<file path="src/hdl/stereo_lookahead_peak_limiter_core_macros.svh">
// assertion macros shared by the limiter rtl
// every macro samples on clk and is switched off while rst is high
`ifndef STEREO_LOOKAHEAD_PEAK_LIMITER_CORE_MACROS_SVH
`define STEREO_LOOKAHEAD_PEAK_LIMITER_CORE_MACROS_SVH

`ifndef NO_ASSERTIONS

`define SLPL_ASSERT_ALWAYS(lbl, expr) \
  lbl: assert property (@(posedge clk) disable iff (rst) (expr)) \
    else $error("slpl: invariant violated");

`define SLPL_ASSERT_IMPLY(lbl, ante, cons) \
  lbl: assert property (@(posedge clk) disable iff (rst) (ante) |-> (cons)) \
    else $error("slpl: implication violated");

`define SLPL_ASSERT_NEXT(lbl, ante, cons) \
  lbl: assert property (@(posedge clk) disable iff (rst) (ante) |=> (cons)) \
    else $error("slpl: next-cycle check violated");

`else

`define SLPL_ASSERT_ALWAYS(lbl, expr)
`define SLPL_ASSERT_IMPLY(lbl, ante, cons)
`define SLPL_ASSERT_NEXT(lbl, ante, cons)

`endif

`endif

</file>
<file path="src/hdl/slpl_pkg.sv">
`default_nettype none

package slpl_pkg;

  localparam int MAX_LOOKAHEAD = 256;
  localparam int PTR_W = (MAX_LOOKAHEAD > 1) ? $clog2(MAX_LOOKAHEAD) : 1;
  localparam int LEN_W = 9;
  // wide enough for both the register value and the store depth
  localparam int CLEN_W = ($clog2(MAX_LOOKAHEAD + 1) > LEN_W) ?
                          $clog2(MAX_LOOKAHEAD + 1) : LEN_W;

  localparam int SAMPLE_W = 32;
  localparam int FRAME_W = 2 * SAMPLE_W;
  localparam int THRESH_W = 31;
  localparam int COEFF_W = 15;
  localparam int GAIN_Q14_W = 15;
  localparam int CFG_DATA_W = 31;
  localparam int CFG_IDX_W = 2;
  localparam int OUT_DATA_W = 80;

  localparam int MUL_A_W = 33;
  localparam int MUL_B_W = 24;
  localparam int MUL_P_W = MUL_A_W + MUL_B_W;

  localparam logic [30:0] UNITY_Q30 = 31'h4000_0000;
  localparam logic [30:0] THRESH_RESET = 31'h0800_0000;
  localparam logic [LEN_W-1:0] LOOKAHEAD_RESET = 9'd256;
  localparam logic [14:0] C035_Q15 = 15'd11469;
  localparam logic [15:0] C085_Q15 = 16'd27853;
  localparam logic [16:0] HALF_Q16 = 17'd32768;
  localparam logic [2:0] NORM_LAST = 3'd4;

  typedef enum logic [CFG_IDX_W-1:0] {
    CFG_THRESHOLD,
    CFG_ATTACK,
    CFG_RELEASE,
    CFG_LOOKAHEAD
  } cfg_idx_t;

  typedef enum logic [4:0] {
    ST_IDLE,
    ST_PEAK,
    ST_CMP,
    ST_NORM,
    ST_MUL1,
    ST_MUL2,
    ST_INV,
    ST_MUL3,
    ST_CLAMP,
    ST_DIFF,
    ST_MULS,
    ST_UPD,
    ST_MULL,
    ST_MULR,
    ST_DONE
  } state_t;

  typedef enum logic [2:0] {
    MS_FRAC_C035,
    MS_FRAC_POLY,
    MS_THR_SCALE,
    MS_COEFF_DIFF,
    MS_GAIN_LEFT,
    MS_GAIN_RIGHT
  } mul_sel_t;

  typedef struct packed {
    logic     in_ready;
    logic     load_peak;
    logic     check;
    logic     norm;
    logic [2:0] norm_step;
    logic     load_inv;
    logic     load_tgt;
    logic     load_diff;
    logic     load_gain;
    logic     load_left;
    logic     finish;
    logic     mul_en;
    mul_sel_t mul_sel;
  } ctrl_t;

  typedef struct packed {
    logic in_valid;
    logic above;
    logic out_free;
  } stat_t;

endpackage

`default_nettype wire

</file>
<file path="src/hdl/slpl_mul.sv">
`default_nettype none

module slpl_mul (
  input  wire logic                                 clk,
  input  wire logic                                 en,
  input  wire logic signed [slpl_pkg::MUL_A_W-1:0]  a,
  input  wire logic signed [slpl_pkg::MUL_B_W-1:0]  b,
  output logic signed [slpl_pkg::MUL_P_W-1:0]       p
);

  always_ff @(posedge clk) begin
    if (en) begin
      p <= a * b;
    end
  end

endmodule

`default_nettype wire

</file>
<file path="config.mk">
export PLATFORM = sky130hd
export DESIGN_NAME = slpl_mul
export DESIGN_NICKNAME = d
export VERILOG_FILES = /design/src/hdl/stereo_lookahead_peak_limiter_core_macros.svh /design/src/hdl/slpl_pkg.sv /design/src/hdl/slpl_mul.sv
export SDC_FILE = /design/constraint.sdc
export NUM_CORES = 2
export LEC_CHECK = 0
export BUFFER_PORTS_ARGS = -buffer_cell sky130_fd_sc_hd__buf_4
export CORE_UTILIZATION = 25
export CTS_BUF_LIST = sky130_fd_sc_hd__clkbuf_8
export DETAILED_ROUTE_END_ITERATION = 8
export GPL_ROUTABILITY_DRIVEN = 0
export PLACE_DENSITY = 0.43
export SYNTH_ARGS = -nofsm -noshare
export SYNTH_HDL_FRONTEND = slang
export SYNTH_SLANG_ARGS = --single-unit
</file>
<file path="constraint.sdc">
create_clock -name clk -period 9.6 [get_ports clk]
set_clock_uncertainty 0.15 [all_clocks]
set_input_delay 0.96 -clock clk [delete_from_list [all_inputs] [get_ports clk]]
set_output_delay 0.96 -clock clk [all_outputs]
set_load 0.1 [all_outputs]
</file>
==> metrics.csv <==
stage,metric,value,unit
setup_path,crit_family,adder cells,
synth,synth-seq-area-share,0.0577,
timing,setup_violations,0,
global_routing,grt_max_degree,47,
cells_and_area,multi_input_area,24200,sq um
floorplanning,die_w,347,microns
setup_path,path_buf_inv,4,
detailed_routing,route.detailed.drc,0,
setup_path,critPathSlowestCell,fa_1,
job,maxCapViolCount,0,
status,status,finished clean,
cts,cts_setup_buffers,0,
placed_design,placed_area,32000,sq um
global_routing,grt_pass1_wl,139000,microns
cts,cts_hold_buf,0,
placed_design,dpl_worst_slack,919,ps
global_routing,antenna_found_initial,9,
setup_path,crit_top_cell,fa_1,
cts,cts_buffers,9,
global_routing,grtUsageTotal,0.153,
synth,synth-seq-cells,57,
timing,max_slew_margin,0.475,
cts,clock_path_buffers,2,
hold_path,min-delay-start,en,
synth,synth.area.top_cells,"fa_1 54%, inv_1 11%, and2_1 8.0%",
cells_and_area,largestRegisters,p: 57 flops,
cells_and_area,largest_reg_flops,57,
cts,path_clk_slew,90,ps
setup_path,cp.arrival,8260,ps
cts,cts_resized,0,
placed_design,dp_hpwl,70200,microns
synth,synth_top_cell_area_share,0.543,
detailed_routing,wl_per_cell,18.6,microns
floorplanning,fp-row-count,126,
floorplanning,io_pins,116,
setup_path,end_kind,flip-flop,
timing,finalCritPeriodShare,0.854,
detailed_routing,drtIter0Drc,808,
setup_path,crit_path_cell_trace,"buf_4, nand2_1, inv_1, fa_1, fa_1, fa_1, inv_1, fa_1, fa_1, inv_1, fa_1, fa_1, ha_1, nand2_1, nor4_1, nand4_1, o21ai_2, a221o_1, a21oi_2, xnor2_1",
setup_path,critPathMaxStageDelay,950,ps
setup_path,critPathKind,input port to flip-flop,
placed_design,portBuffers,115,
synth,ys_types,56,
floorplanning,die_area,120000,sq um
timing,slew_viol_final,0,
cts,cts_tree,yes,
floorplanning,die_h,347,microns
synth,synth_area_leader_cell,fa_1,
synth,synthesis.area,29700,sq um
timing,tightest_slew,788,ps
timing,min_period,8200,ps
floorplanning,start_util,0.252,
cts,root_buffer,clkbuf_8,
detailed_routing,drtAntennaViolNets,0,
cells_and_area,area_delta_synth_final,8.35,%
cts,cts_num_sinks,57,
synth,synth_area_per_cell,9.43,sq um
synth,synth-edff-count,57,
setup_path,path_max_fanout,33,
synth,yosysMostFrequentCell,inv_1,
hold_path,whs_endpoint,p[55]$_DFFE_PP_,
detailed_routing,vias,19800,
cells_and_area,nets,4148,
cells_and_area,fillerInstances,12700,
cells_and_area,largest-register,p,
cts,cts-htree-levels,3,
setup_path,cp.required,9660,ps
hold_path,holdPathStages,1,
synth,synth_nets,4165,
detailed_routing,wl,86900,microns
synth,async_flop_share,0,
timing,worst_hold_slack,707,ps
synth,synthFlopType,edfxtp_1,
detailed_routing,firstDrtPassIters,7,
timing,finalSetupTns,0,ps
floorplanning,core-area,118000,sq um
global_routing,grt_pass1_vias,22700,
cells_and_area,drive_gt1_frac,0.0520,
timing,max_freq,0.122,GHz
synth,ys_warn_count,0,
global_routing,gr-total-overflow,0,
hold_path,min_path_type,input port to flip-flop,
timing,layout_setup_ws,1400,ps
detailed_routing,viasPerCell,4.24,
synth,synth_common_cells,"843 x inv_1, 805 x fa_1, 416 x nand2_1",
setup_path,cp-start-kind,input port,
cells_and_area,seqCellArea,1710,sq um
timing,rsz0062_at_grt,no,
timing,hold_viol_final,0,
synth,syn_inst,3149,
cells_and_area,stdcell_area,32200,sq um
## layout make-up
class / count / share of cell area
tap: 1536 / 0.0598
antenna: 3 / 0.000233
sequential: 57 / 0.0532
clock inverter: 7 / 0.00245
timing repair buffer: 124 / 0.0289
inverter: 844 / 0.0985
clock buffer: 9 / 0.00385
multi-input combinational: 2096 / 0.753
## kinds of logic (layout without fill, tap and decap cells)
| kind of cell | after synthesis | in the layout | share of synthesized area |
|---|---|---|---|
| XOR/XNOR | 65 | 65 | 0.0192 |
| flip-flops | 57 | 57 | 0.0577 |
| adder cells (fa/ha/maj) | 957 | 957 | 0.607 |
| other | 0 | 3 | 0 |
| AO/OA/AOI/OAI | 172 | 172 | 0.0392 |
| buffers and inverters | 996 | 984 | 0.126 |
| AND/OR/NAND/NOR | 902 | 902 | 0.151 |
## cell usage in the layout (no fill, tap or decap), types with 3 or more instances in the layout
cell type   instances
a31oi_1             5
buf_4             124
nand2_1           416
diode_2             3
nand4_1             9
a21oi_1            56
edfxtp_1           57
nand2b_1           11
inv_1             843
ha_1              152
a221o_1             3
clkbuf_8            9
and3_1              6
o21ai_1             8
o21ai_2             3
xnor2_1            49
a21oi_2             8
and2_1            381
o21ai_0            20
fa_1              805
nor3_1              5
a21o_1             29
nor2_1             51
clkinvlp_4          3
xor2_1             16
nor2b_1             4
o21bai_1           12
o21a_1              3
nand3_1            10
## layer usage
layer / up-vias / global-route usage / wire, microns
li1: 8930 / - / -
met1: 10500 / 0.203 / 38400
met2: 295 / 0.261 / 43600
met3: 86 / 0.0194 / 2900
met4: 10 / 0.0405 / 1940
met5: - / 0 / 55
## worst max path at each step
stage,from,endpoint,slack [ps],cells past startpoint
6_report,b[0],p[54]$_DFFE_PP_,1400,20
5_1_grt,b[0],p[54]$_DFFE_PP_,1260,20
2_1_floorplan,a[32],p[54]$_DFFE_PP_,1980,23
3_5_place_dp,b[0],p[54]$_DFFE_PP_,920,20
4_1_cts,b[0],p[54]$_DFFE_PP_,1430,20
3_3_place_gp,b[0],p[54]$_DFFE_PP_,920,20
## stage by stage
stage / instances / utilization
6_report: 4676 / 0.273
5_1_grt: 4676 / 0.273
4_1_cts: 4673 / 0.273
3_5_place_dp: 4657 / 0.271
3_3_place_gp: 4657 / 0.271
2_1_floorplan: 3149 / -
Power is not shown: default switching activity piles up to over one toggle a cycle in this logic, so the estimate is an artifact.
