$ cat config.mk
export PLATFORM = sky130hd
export DESIGN_NAME = slpl_fsm
export DESIGN_NICKNAME = d
export VERILOG_FILES = /design/src/hdl/stereo_lookahead_peak_limiter_core_macros.svh /design/src/hdl/slpl_pkg.sv /design/src/hdl/slpl_fsm.sv
export SDC_FILE = /design/constraint.sdc
export NUM_CORES = 1
export LEC_CHECK = 0
export ABC_CLOCK_PERIOD_IN_PS = 1200
export BUFFER_PORTS_ARGS = -buffer_cell sky130_fd_sc_hd__buf_2
export CAP_MARGIN = 5
export CORE_AREA = 2 2 39 41
export CTS_BUF_LIST = sky130_fd_sc_hd__clkbuf_8
export DETAILED_ROUTE_END_ITERATION = 7
export DIE_AREA = 0 0 41 43
export GPL_TIMING_DRIVEN = 0
export PLACE_DENSITY_LB_ADDON = 0.2
export SLEW_MARGIN = 15
export SYNTH_ARGS = -nofsm -noshare
export SYNTH_HDL_FRONTEND = slang
export SYNTH_SLANG_ARGS = --single-unit
$ cat constraint.sdc
create_clock -name clk -period 1.2 [get_ports clk]
set_input_delay 0.12 -clock clk [delete_from_list [all_inputs] [get_ports clk]]
set_output_delay 0.12 -clock clk [all_outputs]
set_load 0.02 [all_outputs]
$ cat src/hdl/stereo_lookahead_peak_limiter_core_macros.svh
// assertion macros shared by the limiter rtl
// every macro samples on clk and is switched off while rst is high
`ifndef STEREO_LOOKAHEAD_PEAK_LIMITER_CORE_MACROS_SVH
`define STEREO_LOOKAHEAD_PEAK_LIMITER_CORE_MACROS_SVH

`ifndef NO_ASSERTIONS

`define SLPL_ASSERT_ALWAYS(lbl, expr) \
  lbl: assert property (@(posedge clk) disable iff (rst) (expr)) \
    else $error("slpl: invariant violated");

`define SLPL_ASSERT_IMPLY(lbl, ante, cons) \
  lbl: assert property (@(posedge clk) disable iff (rst) (ante) |-> (cons)) \
    else $error("slpl: implication violated");

`define SLPL_ASSERT_NEXT(lbl, ante, cons) \
  lbl: assert property (@(posedge clk) disable iff (rst) (ante) |=> (cons)) \
    else $error("slpl: next-cycle check violated");

`else

`define SLPL_ASSERT_ALWAYS(lbl, expr)
`define SLPL_ASSERT_IMPLY(lbl, ante, cons)
`define SLPL_ASSERT_NEXT(lbl, ante, cons)

`endif

`endif

$ cat src/hdl/slpl_pkg.sv
`default_nettype none

package slpl_pkg;

  localparam int MAX_LOOKAHEAD = 256;
  localparam int PTR_W = (MAX_LOOKAHEAD > 1) ? $clog2(MAX_LOOKAHEAD) : 1;
  localparam int LEN_W = 9;
  // wide enough for both the register value and the store depth
  localparam int CLEN_W = ($clog2(MAX_LOOKAHEAD + 1) > LEN_W) ?
                          $clog2(MAX_LOOKAHEAD + 1) : LEN_W;

  localparam int SAMPLE_W = 32;
  localparam int FRAME_W = 2 * SAMPLE_W;
  localparam int THRESH_W = 31;
  localparam int COEFF_W = 15;
  localparam int GAIN_Q14_W = 15;
  localparam int CFG_DATA_W = 31;
  localparam int CFG_IDX_W = 2;
  localparam int OUT_DATA_W = 80;

  localparam int MUL_A_W = 33;
  localparam int MUL_B_W = 24;
  localparam int MUL_P_W = MUL_A_W + MUL_B_W;

  localparam logic [30:0] UNITY_Q30 = 31'h4000_0000;
  localparam logic [30:0] THRESH_RESET = 31'h0800_0000;
  localparam logic [LEN_W-1:0] LOOKAHEAD_RESET = 9'd256;
  localparam logic [14:0] C035_Q15 = 15'd11469;
  localparam logic [15:0] C085_Q15 = 16'd27853;
  localparam logic [16:0] HALF_Q16 = 17'd32768;
  localparam logic [2:0] NORM_LAST = 3'd4;

  typedef enum logic [CFG_IDX_W-1:0] {
    CFG_THRESHOLD,
    CFG_ATTACK,
    CFG_RELEASE,
    CFG_LOOKAHEAD
  } cfg_idx_t;

  typedef enum logic [4:0] {
    ST_IDLE,
    ST_PEAK,
    ST_CMP,
    ST_NORM,
    ST_MUL1,
    ST_MUL2,
    ST_INV,
    ST_MUL3,
    ST_CLAMP,
    ST_DIFF,
    ST_MULS,
    ST_UPD,
    ST_MULL,
    ST_MULR,
    ST_DONE
  } state_t;

  typedef enum logic [2:0] {
    MS_FRAC_C035,
    MS_FRAC_POLY,
    MS_THR_SCALE,
    MS_COEFF_DIFF,
    MS_GAIN_LEFT,
    MS_GAIN_RIGHT
  } mul_sel_t;

  typedef struct packed {
    logic     in_ready;
    logic     load_peak;
    logic     check;
    logic     norm;
    logic [2:0] norm_step;
    logic     load_inv;
    logic     load_tgt;
    logic     load_diff;
    logic     load_gain;
    logic     load_left;
    logic     finish;
    logic     mul_en;
    mul_sel_t mul_sel;
  } ctrl_t;

  typedef struct packed {
    logic in_valid;
    logic above;
    logic out_free;
  } stat_t;

endpackage

`default_nettype wire

$ cat src/hdl/slpl_fsm.sv
`default_nettype none

module slpl_fsm (
  input  wire logic            clk,
  input  wire logic            rst,
  input  wire slpl_pkg::stat_t stat,
  output slpl_pkg::ctrl_t      ctrl
);

  slpl_pkg::state_t state;
  slpl_pkg::state_t state_next;
  logic [2:0]       step;
  logic [2:0]       step_next;

  always_comb begin
    state_next = state;
    step_next = '0;
    unique case (state)
      slpl_pkg::ST_IDLE:  if (stat.in_valid) state_next = slpl_pkg::ST_PEAK;
      slpl_pkg::ST_PEAK:  state_next = slpl_pkg::ST_CMP;
      slpl_pkg::ST_CMP:   state_next = stat.above ? slpl_pkg::ST_NORM : slpl_pkg::ST_DIFF;
      slpl_pkg::ST_NORM: begin
        if (step == slpl_pkg::NORM_LAST) begin
          state_next = slpl_pkg::ST_MUL1;
        end else begin
          step_next = step + 3'd1;
        end
      end
      slpl_pkg::ST_MUL1:  state_next = slpl_pkg::ST_MUL2;
      slpl_pkg::ST_MUL2:  state_next = slpl_pkg::ST_INV;
      slpl_pkg::ST_INV:   state_next = slpl_pkg::ST_MUL3;
      slpl_pkg::ST_MUL3:  state_next = slpl_pkg::ST_CLAMP;
      slpl_pkg::ST_CLAMP: state_next = slpl_pkg::ST_DIFF;
      slpl_pkg::ST_DIFF:  state_next = slpl_pkg::ST_MULS;
      slpl_pkg::ST_MULS:  state_next = slpl_pkg::ST_UPD;
      slpl_pkg::ST_UPD:   state_next = slpl_pkg::ST_MULL;
      slpl_pkg::ST_MULL:  state_next = slpl_pkg::ST_MULR;
      slpl_pkg::ST_MULR:  state_next = slpl_pkg::ST_DONE;
      slpl_pkg::ST_DONE:  if (stat.out_free) state_next = slpl_pkg::ST_IDLE;
      default:            state_next = slpl_pkg::ST_IDLE;
    endcase
  end

  always_comb begin
    ctrl = '0;
    ctrl.norm_step = step;
    unique case (state)
      slpl_pkg::ST_IDLE:  ctrl.in_ready = 1'b1;
      slpl_pkg::ST_PEAK:  ctrl.load_peak = 1'b1;
      slpl_pkg::ST_CMP:   ctrl.check = 1'b1;
      slpl_pkg::ST_NORM:  ctrl.norm = 1'b1;
      slpl_pkg::ST_MUL1: begin
        ctrl.mul_en = 1'b1;
        ctrl.mul_sel = slpl_pkg::MS_FRAC_C035;
      end
      slpl_pkg::ST_MUL2: begin
        ctrl.mul_en = 1'b1;
        ctrl.mul_sel = slpl_pkg::MS_FRAC_POLY;
      end
      slpl_pkg::ST_INV:   ctrl.load_inv = 1'b1;
      slpl_pkg::ST_MUL3: begin
        ctrl.mul_en = 1'b1;
        ctrl.mul_sel = slpl_pkg::MS_THR_SCALE;
      end
      slpl_pkg::ST_CLAMP: ctrl.load_tgt = 1'b1;
      slpl_pkg::ST_DIFF:  ctrl.load_diff = 1'b1;
      slpl_pkg::ST_MULS: begin
        ctrl.mul_en = 1'b1;
        ctrl.mul_sel = slpl_pkg::MS_COEFF_DIFF;
      end
      slpl_pkg::ST_UPD:   ctrl.load_gain = 1'b1;
      slpl_pkg::ST_MULL: begin
        ctrl.mul_en = 1'b1;
        ctrl.mul_sel = slpl_pkg::MS_GAIN_LEFT;
      end
      slpl_pkg::ST_MULR: begin
        ctrl.mul_en = 1'b1;
        ctrl.mul_sel = slpl_pkg::MS_GAIN_RIGHT;
        ctrl.load_left = 1'b1;
      end
      slpl_pkg::ST_DONE:  ctrl.finish = stat.out_free;
      default:            ctrl.in_ready = 1'b0;
    endcase
  end

  always_ff @(posedge clk) begin
    if (rst) begin
      state <= slpl_pkg::ST_IDLE;
      step <= '0;
    end else begin
      state <= state_next;
      step <= step_next;
    end
  end

endmodule

`default_nettype wire

==> impl_metrics.yaml <==
sta:
  relSlewSlack: 0.827
  hold_viol: 0
  setup_viol: 12
  setup_ws_ps: -203
  setup-tns-final_ps: -1460
  tightest_slew_ps: 256
  holdWs_ps: 112
  fin_crit_sh: 1.17
  report.final.slew_viol_count: 0
  grt_setup_unrepaired: "true"
  finalCriticalPeriod_ps: 1400
  max_freq_mhz: 713
  skew_ps: 1.70
cells_and_area:
  antennaDiodeCount: 0
  final_cell_mix: "15 x buf_4, 13 x buf_6, 7 x nor2_1, 7 x buf_2"
  n_fill_cell: 112
  final_common_cell: "buf_4"
  final_cells: 118
  drive_above_1_share: 0.676
  final_nets: 110
  syn_to_final_growth_pct: 98.5
drt:
  wire_per_inst_um: 15.2
  wl_um: 1790
  via_per_inst: 5.27
  num_vias: 622
  drt-pass1-iter-count: 4
  drt_iter0_drc: 22
  antenna_left: 0
  drc: 0
grt:
  overflow: 0
  antenna_found_initial: 0
  grt_pass1_wl_um: 2410
  grtUsageTotal: 0.195
  first_global_vias: 578
  grt_max_degree: 11
setup_path:
  worstPathArrival_ps: 1280
  rrSetupSlack_ps: 0
  endpoint: "ctrl[1]"
  cp.required_ps: 1080
  rr_worst_depth: 6
  critical_path_class: "reg -> out"
  end_kind: "primary output"
  worstSetupStartpointType: "flop"
  cp-startpoint: "state[0]$_SDFFE_PP0P_"
  crit-reg2reg-launch: "state[0]$_SDFFE_PP0P_"
  crit_path_max_fanout: 2
  worst_r2r_endpoint: "state[3]$_SDFFE_PP0P_"
power_and_ir_drop:
  finalPower_uw: 1120
  leakage_uw: 0.000423
  powerDensity_nw_per_um2: 1140
  ir_worst_vdd_v: 0.000768
clock_tree:
  cts_tree: "yes"
  cts_buffers: 3
  htreeDepth: 1
  postCtsHoldBufs: 0
  clock_latency_ps: 230
  clock_sinks: 7
  clk_path_buf_depth: 2
  root_buffer: "clkbuf_8"
  clk_pin_slew_ps: 40
placement:
  routabilityCongestion: 0.816
  place_ws_ps: -100
  numPlacedInstances: 103
  io_buffers: 21
  dpl.hpwl_um: 884
synth:
  ys.warnings.count: 0
  syn_inst: 66
  synth-edff-count: 0
  ys_ff_latch: 7
  async_flop_share: 0
  synth_area_um2: 492
  synth.avg_cell_area_um2: 7.45
  seq_area_frac_synth: 0.285
  synth_nets: 73
  synth_cell_types: 27
  synth_top_flop_cell: "dfxtp_1"
floorplan:
  fp.dieH_um: 43
  num_rows: 14
  io_pins: 22
  die_w_um: 41
  core_um2: 1380
  dieArea_um2: 1760
  start_util: 0.355
outcome:
  status: "finished with violations"
  violations: "negative setup slack"
worst_hold_path:
  min_path_type: "in -> reg"
flow_run:
  maxCapViolations: 0
-- worst min path at each step --
stage                     startpoint                    end  slack (ps)  cells past startpoint
final                            rst  state[2]$_SDFFE_PP0P_         110                      2
after global routing             rst  state[2]$_SDFFE_PP0P_         110                      2
after CTS                        rst  state[2]$_SDFFE_PP0P_         110                      2
after detailed placement         rst  state[2]$_SDFFE_PP0P_         350                      2
after global placement           rst  state[3]$_SDFFE_PP0P_         360                      2
after floorplan                  rst  state[2]$_SDFFE_PP0P_         190                      1
-- where the power goes --
part | internal (uW) | switching (uW) | total, uW | leakage (uW)
clock | 221 | 99.7 | 321 | 0.0000269
sequential | 250 | 24.1 | 274 | 0.0000611
combinational | 252 | 269 | 521 | 0.000335
total | 723 | 392 | 1120 | 0.000423
-- cell type report --
type | instances | area [um2] | share of cell area
Buffer | 4 | 48.8 | 0.0500
Clock buffer | 3 | 41.3 | 0.0423
Clock inverter | 1 | 3.75 | 0.00385
Inverter | 6 | 30.0 | 0.0308
Multi-Input combinational cell | 49 | 412 | 0.422
Sequential cell | 7 | 160 | 0.164
Tap cell | 16 | 20.0 | 0.0205
Timing Repair Buffer | 32 | 260 | 0.267
-- sequential cells by signal, indices dropped and copies added (netlist names) --
register and cells:
state 4, step 3
-- timing repair --
| action | in CTS | in global routing |
|---|---|---|
| setup endpoints to repair | 16 | 21 |
| pin swaps | 6 | 9 |
| gates resized for setup | 35 | 26 |
| buffers inserted | 7 | 4 |
-- synth_stat cells, types with 2 or more instances --
| library cell | number | area, um2 |
|---|---|---|
| a21oi_1 | 5 | 25.0 |
| buf_2 | 3 | 15.0 |
| dfxtp_1 | 7 | 140 |
| ha_1 | 2 | 25.0 |
| inv_1 | 5 | 18.8 |
| nand2_1 | 4 | 15.0 |
| nand2b_4 | 2 | 27.5 |
| nand3_1 | 3 | 15.0 |
| nor2_1 | 10 | 37.5 |
| nor3_1 | 5 | 25.0 |
| o21ai_0 | 3 | 15.0 |
| or3_1 | 2 | 12.5 |
-- metrics by stage --
| step | area [um2] | util |
|---|---|---|
| after global routing | 976 | 0.705 |
| after global placement | 649 | 0.469 |
| after CTS | 846 | 0.611 |
| final | 976 | 0.705 |
| after detailed placement | 649 | 0.469 |
| after floorplan | 524 | - |
-- cell families (layout without fill, tap and decap cells) --
| kind of cell | count (synthesis) | in the layout | synth area share |
|---|---|---|---|
| AND/OR/NAND/NOR | 32 | 32 | 0.354 |
| flip-flops | 7 | 7 | 0.285 |
| adder cells (fa/ha/maj) | 2 | 2 | 0.0509 |
| XOR/XNOR | 1 | 1 | 0.0178 |
| multiplexers | 1 | 1 | 0.0229 |
| AO/OA/AOI/OAI | 13 | 13 | 0.170 |
| buffers and inverters | 10 | 46 | 0.0992 |
-- worst max-delay path, stage by stage (launching register included) --
cell and delay (ps):
dfxtp_2 310, buf_6 110, nand2b_4 130, mux2_4 280, nor2_4 90, buf_6 120
-- per-layer routing --
| metal | GRT usage | share of wire | wire [um] |
|---|---|---|---|
| met1 | 0.244 | 0.39 | 699 |
| met5 | 0 | 0 | 0 |
| met2 | 0.297 | 0.56 | 1000 |
| met3 | 0.0628 | 0.050 | 89 |
| met4 | 0.0733 | 0 | 0 |
Note: power is estimated with default switching activity, not from simulation.
